`config.mk`:
```
export PLATFORM = sky130hd
export DESIGN_NAME = region_neighbor_count_table_top
export DESIGN_NICKNAME = d
export VERILOG_FILES = /design/src/hdl/rnct_pkg.sv /design/src/hdl/rnct_ctrl.sv /design/src/hdl/rnct_datapath.sv /design/src/hdl/region_neighbor_count_table_top.sv
export SDC_FILE = /design/constraint.sdc
export NUM_CORES = 2
export LEC_CHECK = 0
export ABC_AREA = 1
export BUFFER_PORTS_ARGS = -buffer_cell sky130_fd_sc_hd__buf_2
export CORE_ASPECT_RATIO = 1.5
export CORE_MARGIN = 5
export CORE_UTILIZATION = 40
export CTS_BUF_LIST = sky130_fd_sc_hd__clkbuf_4 sky130_fd_sc_hd__clkbuf_8
export CTS_CLUSTER_SIZE = 28
export DETAILED_ROUTE_END_ITERATION = 7
export PLACE_DENSITY = 0.61
export SLEW_MARGIN = 5
export SYNTH_ARGS = -nofsm -noshare
export SYNTH_HDL_FRONTEND = slang
export SYNTH_SLANG_ARGS = --single-unit
```
`constraint.sdc`:
```
create_clock -name clk -period 7.1 [get_ports clk]
set_input_delay 1.065 -clock clk [delete_from_list [all_inputs] [get_ports clk]]
set_output_delay 1.065 -clock clk [all_outputs]
set_load 0.005 [all_outputs]
```
`src/hdl/rnct_pkg.sv`:
```
`timescale 1ns / 1ps
package rnct_pkg;

  localparam int CMD_BITS       = 3;
  localparam int COORD_BITS     = 12;
  localparam int DIM_BITS       = 13;
  localparam int STATUS_BITS    = 2;
  localparam int CFG_INDEX_BITS = 2;

  localparam logic [CMD_BITS-1:0] CMD_ADD      = 3'd0;
  localparam logic [CMD_BITS-1:0] CMD_REMOVE   = 3'd1;
  localparam logic [CMD_BITS-1:0] CMD_ADD_SELF = 3'd2;
  localparam logic [CMD_BITS-1:0] CMD_ADD_CHK  = 3'd3;
  localparam logic [CMD_BITS-1:0] CMD_REM_CHK  = 3'd4;
  localparam logic [CMD_BITS-1:0] CMD_CLEAR    = 3'd5;

  localparam logic [STATUS_BITS-1:0] ST_OK     = 2'd0;
  localparam logic [STATUS_BITS-1:0] ST_ABSENT = 2'd1;
  localparam logic [STATUS_BITS-1:0] ST_FULL   = 2'd2;

  localparam logic [CFG_INDEX_BITS-1:0] REG_IMAGE_WIDTH  = 2'd0;
  localparam logic [CFG_INDEX_BITS-1:0] REG_IMAGE_HEIGHT = 2'd1;

  localparam logic [DIM_BITS-1:0] WIDTH_RESET  = 13'd640;
  localparam logic [DIM_BITS-1:0] HEIGHT_RESET = 13'd480;

  typedef struct packed {
    logic load;
    logic clear;
    logic op_begin;
    logic scan_en;
    logic apply;
    logic finish;
  } ctrl_t;

  typedef struct packed {
    logic is_clear;
    logic op_pending;
    logic scan_done;
  } stat_t;

endpackage

```
`src/hdl/rnct_ctrl.sv`:
```
`timescale 1ns / 1ps
module rnct_ctrl (
  input  logic           clk,
  input  logic           rst,
  input  logic           start,
  output logic           busy,
  input  rnct_pkg::stat_t stat,
  output rnct_pkg::ctrl_t ctrl
);
  import rnct_pkg::*;

  localparam logic [2:0] S_IDLE   = 3'd0;
  localparam logic [2:0] S_DECIDE = 3'd1;
  localparam logic [2:0] S_SCAN   = 3'd2;
  localparam logic [2:0] S_APPLY  = 3'd3;
  localparam logic [2:0] S_RESULT = 3'd4;

  logic [2:0] state;
  logic [2:0] state_next;

  assign busy = (state != S_IDLE);

  always_comb begin
    state_next = state;
    ctrl       = '0;
    unique case (state)
      S_IDLE: begin
        if (start) begin
          ctrl.load  = 1'b1;
          state_next = S_DECIDE;
        end
      end
      S_DECIDE: begin
        if (stat.is_clear) begin
          ctrl.clear = 1'b1;
          state_next = S_RESULT;
        end else if (stat.op_pending) begin
          ctrl.op_begin = 1'b1;
          state_next    = S_SCAN;
        end else begin
          state_next = S_RESULT;
        end
      end
      S_SCAN: begin
        ctrl.scan_en = 1'b1;
        if (stat.scan_done) begin
          state_next = S_APPLY;
        end
      end
      S_APPLY: begin
        ctrl.apply = 1'b1;
        state_next = S_DECIDE;
      end
      S_RESULT: begin
        ctrl.finish = 1'b1;
        state_next  = S_IDLE;
      end
      default: begin
        state_next = S_IDLE;
      end
    endcase
  end

  always_ff @(posedge clk) begin
    if (rst) begin
      state <= S_IDLE;
    end else begin
      state <= state_next;
    end
  end

endmodule

```
`src/hdl/rnct_datapath.sv`:
```
`timescale 1ns / 1ps
module rnct_datapath #(
  parameter int TABLE_ENTRIES = 64,
  parameter int LABEL_BITS    = 16,
  parameter int COUNT_BITS    = 16
) (
  input  logic                                  clk,
  input  logic                                  rst,
  input  rnct_pkg::ctrl_t                       ctrl,
  output rnct_pkg::stat_t                       stat,
  input  logic [rnct_pkg::CMD_BITS-1:0]         cmd,
  input  logic [LABEL_BITS-1:0]                 subject_label,
  input  logic [rnct_pkg::COORD_BITS-1:0]       pixel_x,
  input  logic [rnct_pkg::COORD_BITS-1:0]       pixel_y,
  input  logic [LABEL_BITS-1:0]                 left_label,
  input  logic [LABEL_BITS-1:0]                 up_label,
  input  logic [LABEL_BITS-1:0]                 right_label,
  input  logic [LABEL_BITS-1:0]                 down_label,
  input  logic                                  cfg_write,
  input  logic [rnct_pkg::CFG_INDEX_BITS-1:0]   cfg_index,
  input  logic [rnct_pkg::DIM_BITS-1:0]         cfg_data,
  output logic                                  done,
  output logic [rnct_pkg::STATUS_BITS-1:0]      status,
  output logic [$clog2(TABLE_ENTRIES+1)-1:0]    entries_used,
  output logic                                  no_neighbors
);
  import rnct_pkg::*;

  localparam int IDX_W  = $clog2(TABLE_ENTRIES);
  localparam int USED_W = $clog2(TABLE_ENTRIES + 1);
  localparam int WORD_W = LABEL_BITS + COUNT_BITS;
  localparam logic [IDX_W-1:0]      LAST_IDX  = IDX_W'(TABLE_ENTRIES - 1);
  localparam logic [COUNT_BITS-1:0] COUNT_MAX = {COUNT_BITS{1'b1}};

  // Configuration registers.
  logic [DIM_BITS-1:0] image_width;
  logic [DIM_BITS-1:0] image_height;

  always_ff @(posedge clk) begin
    if (rst) begin
      image_width  <= WIDTH_RESET;
      image_height <= HEIGHT_RESET;
    end else if (cfg_write) begin
      if (cfg_index == REG_IMAGE_WIDTH) begin
        image_width <= cfg_data;
      end else if (cfg_index == REG_IMAGE_HEIGHT) begin
        image_height <= cfg_data;
      end
    end
  end

  // Decode of the command into a list of up to four table operations.
  logic [LABEL_BITS-1:0] nl [4];
  logic [3:0]            nv;
  logic [3:0]            eq;
  logic [3:0]            take;
  logic [2:0]            eq_cnt;
  logic [3:0]            pend_load;
  logic                  remove_load;

  always_comb begin
    nl[0] = left_label;
    nl[1] = up_label;
    nl[2] = right_label;
    nl[3] = down_label;
    nv[0] = (pixel_x != '0);
    nv[1] = (pixel_y != '0);
    nv[2] = ({1'b0, pixel_x} + DIM_BITS'(1)) < image_width;
    nv[3] = ({1'b0, pixel_y} + DIM_BITS'(1)) < image_height;
    for (int i = 0; i < 4; i++) begin
      eq[i]   = nv[i] && (nl[i] == subject_label);
      take[i] = nv[i] && (nl[i] != subject_label);
      for (int j = 0; j < i; j++) begin
        if (nv[j] && (nl[j] == nl[i])) begin
          take[i] = 1'b0;
        end
      end
    end
    eq_cnt = 3'($countones(eq));
  end

  always_comb begin
    pend_load   = 4'b0000;
    remove_load = 1'b0;
    unique case (cmd)
      CMD_ADD:      pend_load = 4'b0001;
      CMD_REMOVE: begin
        pend_load   = 4'b0001;
        remove_load = 1'b1;
      end
      CMD_ADD_SELF: pend_load = take;
      CMD_ADD_CHK:  pend_load = (eq_cnt == 3'd1) ? 4'b0001 : 4'b0000;
      CMD_REM_CHK: begin
        pend_load   = (eq_cnt == 3'd0) ? 4'b0001 : 4'b0000;
        remove_load = 1'b1;
      end
      default:      pend_load = 4'b0000;
    endcase
  end

  logic [LABEL_BITS-1:0]  op_lab [4];
  logic [3:0]             pend;
  logic                   op_remove;
  logic                   is_clear;
  logic [1:0]             cur_slot;
  logic [1:0]             sel_slot;
  logic [STATUS_BITS-1:0] status_acc;

  always_comb begin
    if (pend[0]) begin
      sel_slot = 2'd0;
    end else if (pend[1]) begin
      sel_slot = 2'd1;
    end else if (pend[2]) begin
      sel_slot = 2'd2;
    end else begin
      sel_slot = 2'd3;
    end
  end

  // Table storage: label and count share one word; valid bits are flip-flops.
  logic [WORD_W-1:0]        mem [TABLE_ENTRIES];
  logic [WORD_W-1:0]        rd_data;
  logic [TABLE_ENTRIES-1:0] entry_valid;
  logic [USED_W-1:0]        used;

  logic [IDX_W-1:0]      raddr;
  logic                  issuing;
  logic                  rd_pend;
  logic [IDX_W-1:0]      rd_idx;
  logic                  found;
  logic [IDX_W-1:0]      found_idx;
  logic [COUNT_BITS-1:0] found_cnt;
  logic                  free_found;
  logic [IDX_W-1:0]      free_idx;

  logic [LABEL_BITS-1:0] op_label;
  logic                  hit;
  logic                  is_free;

  assign op_label = op_lab[cur_slot];
  assign hit      = rd_pend && entry_valid[rd_idx] &&
                    (rd_data[WORD_W-1:COUNT_BITS] == op_label);
  assign is_free  = rd_pend && !entry_valid[rd_idx];

  assign stat.is_clear   = is_clear;
  assign stat.op_pending = (pend != 4'b0000);
  assign stat.scan_done  = rd_pend && (hit || (rd_idx == LAST_IDX));

  // Update of the table at the end of one operation's scan.
  logic                   mem_we;
  logic [IDX_W-1:0]       mem_wa;
  logic [WORD_W-1:0]      mem_wd;
  logic [COUNT_BITS-1:0]  cnt_dec;
  logic [COUNT_BITS-1:0]  cnt_inc;

  assign cnt_dec = found_cnt - COUNT_BITS'(1);
  assign cnt_inc = (found_cnt == COUNT_MAX) ? found_cnt : found_cnt + COUNT_BITS'(1);

  always_comb begin
    mem_we = 1'b0;
    mem_wa = found_idx;
    mem_wd = {op_label, cnt_inc};
    if (ctrl.apply) begin
      if (found) begin
        mem_we = 1'b1;
        mem_wd = {op_label, op_remove ? cnt_dec : cnt_inc};
      end else if (!op_remove && free_found) begin
        mem_we = 1'b1;
        mem_wa = free_idx;
        mem_wd = {op_label, COUNT_BITS'(1)};
      end
    end
  end

  always_ff @(posedge clk) begin
    if (mem_we) begin
      mem[mem_wa] <= mem_wd;
    end
    if (ctrl.scan_en && issuing) begin
      rd_data <= mem[raddr];
    end
  end

  always_ff @(posedge clk) begin
    if (ctrl.load) begin
      for (int i = 0; i < 4; i++) begin
        op_lab[i] <= (cmd == CMD_ADD_SELF) ? nl[i] : subject_label;
      end
    end
    if (ctrl.op_begin) begin
      raddr <= '0;
    end else if (ctrl.scan_en && issuing && (raddr != LAST_IDX)) begin
      raddr <= raddr + IDX_W'(1);
    end
    if (ctrl.scan_en) begin
      rd_idx <= raddr;
      if (rd_pend) begin
        found_idx <= rd_idx;
        found_cnt <= rd_data[COUNT_BITS-1:0];
      end
      if (is_free && !free_found) begin
        free_idx <= rd_idx;
      end
    end
  end

  always_ff @(posedge clk) begin
    if (rst) begin
      pend        <= 4'b0000;
      op_remove   <= 1'b0;
      is_clear    <= 1'b0;
      cur_slot    <= 2'd0;
      status_acc  <= ST_OK;
      issuing     <= 1'b0;
      rd_pend     <= 1'b0;
      found       <= 1'b0;
      free_found  <= 1'b0;
      entry_valid <= '0;
      used        <= '0;
    end else begin
      if (ctrl.load) begin
        pend       <= pend_load;
        op_remove  <= remove_load;
        is_clear   <= (cmd == CMD_CLEAR);
        status_acc <= ST_OK;
      end
      if (ctrl.clear) begin
        entry_valid <= '0;
        used        <= '0;
      end
      if (ctrl.op_begin) begin
        cur_slot   <= sel_slot;
        issuing    <= 1'b1;
        rd_pend    <= 1'b0;
        found      <= 1'b0;
        free_found <= 1'b0;
      end else if (ctrl.scan_en) begin
        rd_pend <= issuing;
        if (issuing && (raddr == LAST_IDX)) begin
          issuing <= 1'b0;
        end
        if (rd_pend) begin
          found <= hit;
        end
        if (is_free) begin
          free_found <= 1'b1;
        end
      end
      if (ctrl.apply) begin
        pend[cur_slot] <= 1'b0;
        if (op_remove) begin
          if (!found) begin
            status_acc <= ST_ABSENT;
          end else if (cnt_dec == '0) begin
            entry_valid[found_idx] <= 1'b0;
            used                   <= used - USED_W'(1);
          end
        end else if (!found) begin
          if (free_found) begin
            entry_valid[free_idx] <= 1'b1;
            used                  <= used + USED_W'(1);
          end else begin
            status_acc <= ST_FULL;
          end
        end
      end
    end
  end

  // Result registers.
  always_ff @(posedge clk) begin
    if (rst) begin
      done <= 1'b0;
    end else begin
      done <= ctrl.finish;
    end
    if (ctrl.finish) begin
      status       <= status_acc;
      entries_used <= used;
      no_neighbors <= (used == '0);
    end
  end

endmodule

```
`src/hdl/region_neighbor_count_table_top.sv`:
```
`timescale 1ns / 1ps
// Neighbor count table of one image region.
// Command channel: drive cmd, subject_label, pixel_x/pixel_y and the four
// neighbor labels, and raise start; the transaction is taken at a clock edge
// with start high and busy low. Busy stays high while the command runs.
// Configuration: cfg_valid/cfg_ready with cfg_index and cfg_data write the
// image width (index 0) and height (index 1); cfg_ready is always high and
// writes are meant to happen while busy is low.
// Result: done is high for one cycle with status, entries_used and
// no_neighbors. The receiver cannot stall; each result is shown once.
// Timing: each table operation scans the label memory one entry per cycle
// through its single read port, stopping at a matching label. A command runs
// zero to four operations (add self up to four). Busy drops as done rises,
// so the next command can be taken in the cycle of the result.
// Reset: rst (synchronous) empties the table, sets width 640 and height 480.
module region_neighbor_count_table_top #(
  parameter int TABLE_ENTRIES = 64,
  parameter int LABEL_BITS    = 16,
  parameter int COUNT_BITS    = 16
) (
  input  logic                                  clk,
  input  logic                                  rst,
  input  logic                                  start,
  output logic                                  busy,
  input  logic [rnct_pkg::CMD_BITS-1:0]         cmd,
  input  logic [LABEL_BITS-1:0]                 subject_label,
  input  logic [rnct_pkg::COORD_BITS-1:0]       pixel_x,
  input  logic [rnct_pkg::COORD_BITS-1:0]       pixel_y,
  input  logic [LABEL_BITS-1:0]                 left_label,
  input  logic [LABEL_BITS-1:0]                 up_label,
  input  logic [LABEL_BITS-1:0]                 right_label,
  input  logic [LABEL_BITS-1:0]                 down_label,
  input  logic                                  cfg_valid,
  output logic                                  cfg_ready,
  input  logic [rnct_pkg::CFG_INDEX_BITS-1:0]   cfg_index,
  input  logic [rnct_pkg::DIM_BITS-1:0]         cfg_data,
  output logic                                  done,
  output logic [rnct_pkg::STATUS_BITS-1:0]      status,
  output logic [$clog2(TABLE_ENTRIES+1)-1:0]    entries_used,
  output logic                                  no_neighbors
);
  import rnct_pkg::*;

  ctrl_t ctrl;
  stat_t stat;

  assign cfg_ready = 1'b1;

  rnct_ctrl u_ctrl (
    .clk   (clk),
    .rst   (rst),
    .start (start),
    .busy  (busy),
    .stat  (stat),
    .ctrl  (ctrl)
  );

  rnct_datapath #(
    .TABLE_ENTRIES (TABLE_ENTRIES),
    .LABEL_BITS    (LABEL_BITS),
    .COUNT_BITS    (COUNT_BITS)
  ) u_datapath (
    .clk           (clk),
    .rst           (rst),
    .ctrl          (ctrl),
    .stat          (stat),
    .cmd           (cmd),
    .subject_label (subject_label),
    .pixel_x       (pixel_x),
    .pixel_y       (pixel_y),
    .left_label    (left_label),
    .up_label      (up_label),
    .right_label   (right_label),
    .down_label    (down_label),
    .cfg_write     (cfg_valid && cfg_ready),
    .cfg_index     (cfg_index),
    .cfg_data      (cfg_data),
    .done          (done),
    .status        (status),
    .entries_used  (entries_used),
    .no_neighbors  (no_neighbors)
  );

endmodule

```
==> After elaboration in Yosys (flattened, before gate mapping) <==
Memories as Yosys holds them, arrays and structs flattened. A register that Yosys moved wholly into a read port is not among the register bits.
Cells that the tools add are included.
{ "classes": {"n_mux": 83, "bitwise_logic": 6, "n_div": 0, "multipliers": 0, "shifts": 0, "n_eq_ne": 32, "order_cmp": 9, "add_sub_neg": 10, "n_reduce_logical": 52} }
{ "op_table": {"columns": ["operator", "n"], "rows": [
  ["2-to-1 mux 64 bit", 8],
  ["equality test 16 bit", 11],
  ["2-to-1 mux 16 bit", 9],
  ["AND 64 bit", 1],
  ["!= test 16 bit", 4],
  ["inverter 64 bit", 1],
  ["bitwise OR 64 bit", 1],
  ["2-to-1 mux 7 bit", 7],
  ["2-to-1 mux 1 bit", 32],
  ["adder 12 x 1 -> 13 bit (second input constant)", 2],
  ["logical AND 1 bit", 26],
  ["< comparator 13 bit", 2],
  ["nonzero test 12 bit", 2],
  ["2-to-1 mux 2 bit", 11],
  ["< comparator 6 x 7 -> 1 bit (second input constant)", 3],
  ["2-to-1 mux 6 bit", 3],
  ["adder 16 x 1 -> 16 bit (second input constant)", 1],
  ["equality test 16 bit (second input constant)", 1],
  ["zero test 16 bit", 1],
  ["one-hot mux 4 bit (4 select lines)", 1],
  ["subtractor 16 x 1 -> 16 bit (second input constant)", 1],
  ["demux 1 bit (select 6 bit)", 2],
  ["equality test 3 x 2 -> 1 bit (second input constant)", 4],
  ["equality test 6 bit (second input constant)", 2],
  ["32 further kinds", 56]
]} }
{ "totals": {"n_memories": 2, "ramBits": 2112, "out_inout_bits": 13, "reg_bits": 165, "latchBits": 0, "inputBits": 126, "rom_bits": 0} }
{ "memory_table": {"columns": ["name", "depth", "width", "rd", "rd_ports_with_merged_regs", "wr", "line_no", "rtl"], "rows": [
  ["u_datapath.mem", 64, 32, 1, 1, 1, "rnct_datapath.sv:122", "logic [WORD_W-1:0] mem [TABLE_ENTRIES];"],
  ["u_datapath.op_lab", 4, 16, 1, 1, 4, "rnct_datapath.sv:101", "logic [LABEL_BITS-1:0] op_lab [4];"]
]} }

==> Depth between registers and ports, before layout <==
{ "depth": {"depth_word": 12, "ltp_mapped": 24, "mapped_depth_nobuf": 24} }

==> Hierarchy <==
Synthesis repeated with hierarchy kept, for this count alone.
{ "hier_totals": {"cells_unflattened": 7999, "hier_area_um2": 95658.0} }
{ "by_module_without_submodules": {"columns": ["module", "cells_per_inst", "n_inst", "area_each_um2"], "rows": [
  ["rnct_datapath", 7966, 1, 95451.5],
  ["rnct_ctrl", 31, 1, 195.2],
  ["region_neighbor_count_table_top", 2, 1, 11.3]
]} }

==> Worst setup path before layout <==
Ideal clock, no wire load.
{ "synth_timing": {"kind": "register to register", "start": "register u_datapath.found_cnt[1]", "end": "memory u_datapath.mem[0][10] (netlist bit), data pin", "path_buffers": 0, "path_stages_with_launch": 13, "arrival_time_ps": 5239, "setup_slack_ps": 954, "setup_time_ps": 906, "cell_sequence": "edfxtp_1 ha_1 nand2_1 nor2_1 inv_1 nor2_1 nand2_1 inv_1 nand2_1 nand2_1 nor3_1 nor2_1 o41ai_1"} }
{ "synth_between": {"elab_chain_len": 5, "word_cells_on_any_way": 8} }
{ "synth_lines": {"columns": ["element", "line_no", "rtl"], "rows": [
  ["start, declared", "rnct_datapath.sv:133", "logic [COUNT_BITS-1:0] found_cnt;"],
  ["start signal, assigned", "rnct_datapath.sv:200", "found_cnt <= rd_data[COUNT_BITS-1:0];"],
  ["adder 16 x 1 -> 16 bit or equality test 16 bit (tied branches)", "rnct_datapath.sv:158", "assign cnt_inc = (found_cnt == COUNT_MAX) ? found_cnt : found_cnt + COUNT_BITS'(1);"],
  ["2-to-1 mux 16 bit", "rnct_datapath.sv:158", null],
  ["2-to-1 mux 16 bit, on equally long branches", "rnct_datapath.sv:168, rnct_datapath.sv:167", null],
  ["2-to-1 mux 16 bit", "rnct_datapath.sv:165", "if (found) begin"],
  ["2-to-1 mux 16 bit (*)", "rnct_datapath.sv:164", "if (ctrl.apply) begin"],
  ["named net u_datapath.mem_wd[10]", "rnct_datapath.sv:153", "logic [WORD_W-1:0] mem_wd;"],
  ["end, declared", "rnct_datapath.sv:122", null]
]} }
Mark *: on every way through the listed nets, which the timed path passes. The rest lies on a longest branch.

==> Worst setup path after layout <==
{ "layout_timing": {"start": "register u_ctrl.state[0]", "end": "memory u_datapath.mem[15][22] (netlist bit), enable pin"} }
{ "layout_between": {"elab_chain_len": 5, "word_cells_on_any_way": 6} }
{ "layout_lines": {"columns": ["element", "line_no", "rtl"], "rows": [
  ["start, declared", "rnct_ctrl.sv:18", "logic [2:0] state;"],
  ["start signal, assigned", "rnct_ctrl.sv:68", "state <= state_next;"],
  ["equality test 3 x 2 -> 1 bit (*)", "rnct_ctrl.sv:26", "unique case (state)"],
  ["2-to-1 mux 1 bit (*)", "rnct_ctrl.sv:26", null],
  ["2-to-1 mux 1 bit", "rnct_datapath.sv:164", null],
  ["2-to-1 mux 1 bit", "rnct_datapath.sv:177", "if (mem_we) begin"],
  ["2-to-1 mux 1 bit (not written as such)", "rnct_datapath.sv:178", "mem[mem_wa] <= mem_wd;"]
]} }
Every way passes the cells marked *; elsewhere a longest branch is shown, timed or not.

==> qor.yml <==
status:
  run_status: "complete, no violations"
yosys:
  ys_seq_elements: 2311
  synth_top_area_share_pct: 68.6
  postSynth.topFlopCell: "edfxtp_1"
  yosys-top-cells-area: "edfxtp_1 (69%), o21ai_0 (6.2%), nor2_1 (5.1%), nand2_1 (2.9%), dfxtp_1 (2.6%)"
  synth_cell_type_count: 55
  synth_warnings: 0
  mapped_avg_cell_area_um2: 12.0
  yosysTopAreaCell: "edfxtp_1"
  synth_enable_flop_cells: 2188
  yosysSeqAreaShare_pct: 71.2
  synthesis.nets: 8160
  most_used_standard_cells_in_the_synthesized_netlist: "edfxtp_1 (2188), nor2_1 (1291), o21ai_0 (1186)"
  synth.cell_area_mm2: 0.0957
  yosys.cell_count.top_type: "edfxtp_1"
  syn_inst: 7995
  async_reset_ff_share_pct: 0
cts:
  root_buffer: "clkbuf_8"
  clock_latency_late_sink_ns: 0.97
  cts_hold_buf: 0
  clock_path_buffers: 4
  post_cts_buffers: 0
  clock_tree_from_tritoncts: "yes"
  post_cts_resized: 0
  path_clk_slew_ns: 0.06
  cts_max_level: 5
  cts.sink_count: 2311
  cts-buffers-inserted: 331
worst_hold_path:
  worst_hold_startpoint: "rst"
  min_delay_worst_endpoint: "u_datapath.is_clear"
  holdCritPathClass: "primary input to flop"
  worstHoldPathCells: 2
pwr:
  irDropWorstVdd_uv: 276
  p_leak_nw: 35.3
  power.switching_fraction_pct: 32.2
  total_power_mw: 33.0
  power-per-cell-area_mw_per_mm2: 309
  power.share.clock_pct: 31.0
  comb_power_share_pct: 22.5
  p_switching_mw: 10.6
  seq_power_share_pct: 46.5
  p_int_mw: 22.4
global_route:
  grt.total_usage_pct: 22.3
  grt_overflow_total: 0
  largest_net_degree_at_the_start_of_global_routing: 215
  grt_pass1_wl_mm: 423
  antenna_violations_before_repair: 12
  first_global_vias: 64600
placement:
  gpl.final_weighted_congestion: 0.932
  pre_cts_slack_ns: 2.09
  port_buffers: 137
  post_dp_hpwl_mm: 169
finish:
  finish.net_count: 8250
  multi_input_area_mm2: 0.0250
  layout.area.seq_mm2: 0.0682
  filler_cell_count: 21600
  area_delta_synth_final_pct: 11.4
  final_layout_size_suffix_gt1_share_pct: 11.4
  utilization_pct: 44.7
routing:
  avgRoutedWirePerCell_um: 25.3
  vias_per_cell: 5.79
  detail-route-antenna-nets: 0
  route.final.wire_length_mm: 289
  dr_total_vias: 66300
  count_of_tritonroute_iterations_in_the_first_routing_pass: 8
  detailedRoute.firstIterationViolations: 7074
  drc: 0
worst_setup_path:
  crit-reg2reg-launch: "u_ctrl.state[0]"
  worst_setup_path_end_kind: "flop"
  arrival_ns: 5.09
  crit_required_ns: 7.68
  critPathMaxFanout: 19
  setup.worst_path.start_class: "flop"
  rrSetupSlack_ns: 2.59
  worst-r2r-cell-count: 9
  worstSetupPathType: "flop to flop"
  r2r-end: "u_datapath.mem[15][22]"
sta:
  grt_setup_unrepaired: "no"
  max_slew_margin_pct: 8.93
  finClkSkew_ns: 0.0712
  whs_ns: 0.387
  maxClockFrequency_ghz: 0.222
  drv_slew: 0
  timing.final.ws_setup_ns: 2.59
  setup_viol_count_final: 0
  final-hold-violation-count: 0
  min_period_ns: 4.51
  fin_setup_tns_ns: 0
  timing_worst_slew_pin_value_ns: 1.36
  timing.final.crit_share_pct: 63.5
floorplan:
  floorplan.initialDensity_pct: 40.1
  chipWidth_um: 409
  fp.coreArea_mm2: 0.239
  die-area_mm2: 0.249
  ioPinCount: 139
  chipHeight_um: 609
  core.rowCount: 220
job:
  drv.max_cap_violation_count: 0
[worst max-delay path by stage]
stage	slack, ns	startpoint	to	cells past startpoint
after floorplan	0.95	u_datapath.found_cnt[1]	u_datapath.mem[0][10]	12
after global placement	2.06	pixel_y[0]	u_datapath.pend[0]	23
after detailed placement	2.09	pixel_y[0]	u_datapath.pend[0]	23
after CTS	2.63	u_ctrl.state[0]	u_datapath.mem[15][2]	9
after global routing	2.38	u_ctrl.state[0]	u_datapath.mem[53][23]	11
final	2.59	u_ctrl.state[0]	u_datapath.mem[15][22]	9
[area by class of cell]
type                            instances  share of cell area (%)
Antenna cell                            5                  0.0117
Timing Repair Buffer                  289                    1.93
Multi-Input combinational cell       4813                    23.4
Inverter                              339                    1.22
Tap cell                             3108                    3.64
Clock inverter                        148                   0.860
Clock buffer                          430                    5.00
Sequential cell                      2311                    63.9
[cell families (layout without fill, tap and decap cells)]
kind of cell / Yosys count / in the layout / share of synthesized area (%)
AOI/OAI and AO/OA: 2078 / 2078 / 12.5
xor gates and xnor gates: 137 / 137 / 1.25
adders and majority gates: 39 / 39 / 0.518
buffers and inverters: 871 / 1206 / 3.46
DFF: 2311 / 2311 / 71.2
other: 1 / 6 / 0.00392
and+or+nand+nor: 2558 / 2558 / 11.1
[metal layers]
metal / track usage [%] / vias to the layer above / wire length (µm)
li1: - / 29400 / -
met1: 27.3 / 33100 / 108000
met2: 39.3 / 3099 / 147000
met3: 3.15 / 624 / 21000
met4: 9.83 / 2 / 13300
met5: 0 / - / 15
[worst max-delay path, stage by stage, from the launching register on]
cell and delay, ns:
dfxtp_1 0.45, nand3_1 0.48, nor2_2 0.41, inv_2 0.10, nor2_4 0.15, nand2_1 0.06
o21ai_1 0.42, nand3_1 0.77, nor2_4 0.83, buf_4 0.45
[through the flow]
step	instance area (µm²)	std cells
floorplan	95700	7995
CTS	107000	11400
finish	107000	11400
global route	107000	11400
detailed placement	100000	10900
global placement	100000	10900
[flip-flops by register name, summed over array words and instances, names as in the netlist, 7 cells and up, named ones only]
register / cells
u_datapath.entry_valid: 64
u_datapath.rd_data: 32
u_datapath.used: 7
u_datapath.found_cnt: 16
u_datapath.op_lab: 64
u_datapath.image_width: 13
u_datapath.mem: 2048
u_datapath.entries_used: 7
u_datapath.image_height: 13
[placed cells by master (no fill, tap or decap), drive strengths merged, types with 64 or more instances in the layout]
| cell | Yosys | layout |
|---|---|---|
| a21oi | 179 | 179 |
| buf | 46 | 289 |
| clkbuf | 486 | 430 |
| clkinv | 5 | 132 |
| dfxtp | 123 | 123 |
| edfxtp | 2188 | 2188 |
| inv | 334 | 341 |
| nand2 | 751 | 751 |
| nand3 | 325 | 325 |
| nand4 | 78 | 78 |
| nor2 | 1307 | 1307 |
| o211ai | 64 | 64 |
| o21ai | 1241 | 1241 |
| o221ai | 204 | 204 |
| o22ai | 324 | 324 |
| xnor2 | 66 | 66 |
| xor2 | 71 | 71 |
[power by group through the flow]
stage	clock [mW]	sequential, mW	combinational [mW]
6_report	10.2	15.3	7.42
4_1_cts	10.4	15.3	7.37
2_1_floorplan	0	15.5	4.42
5_1_grt	11.0	15.3	7.99
3_5_place_dp	0	15.6	7.34
3_3_place_gp	0	15.6	7.22
Note: power is estimated with default switching activity, not from simulation.
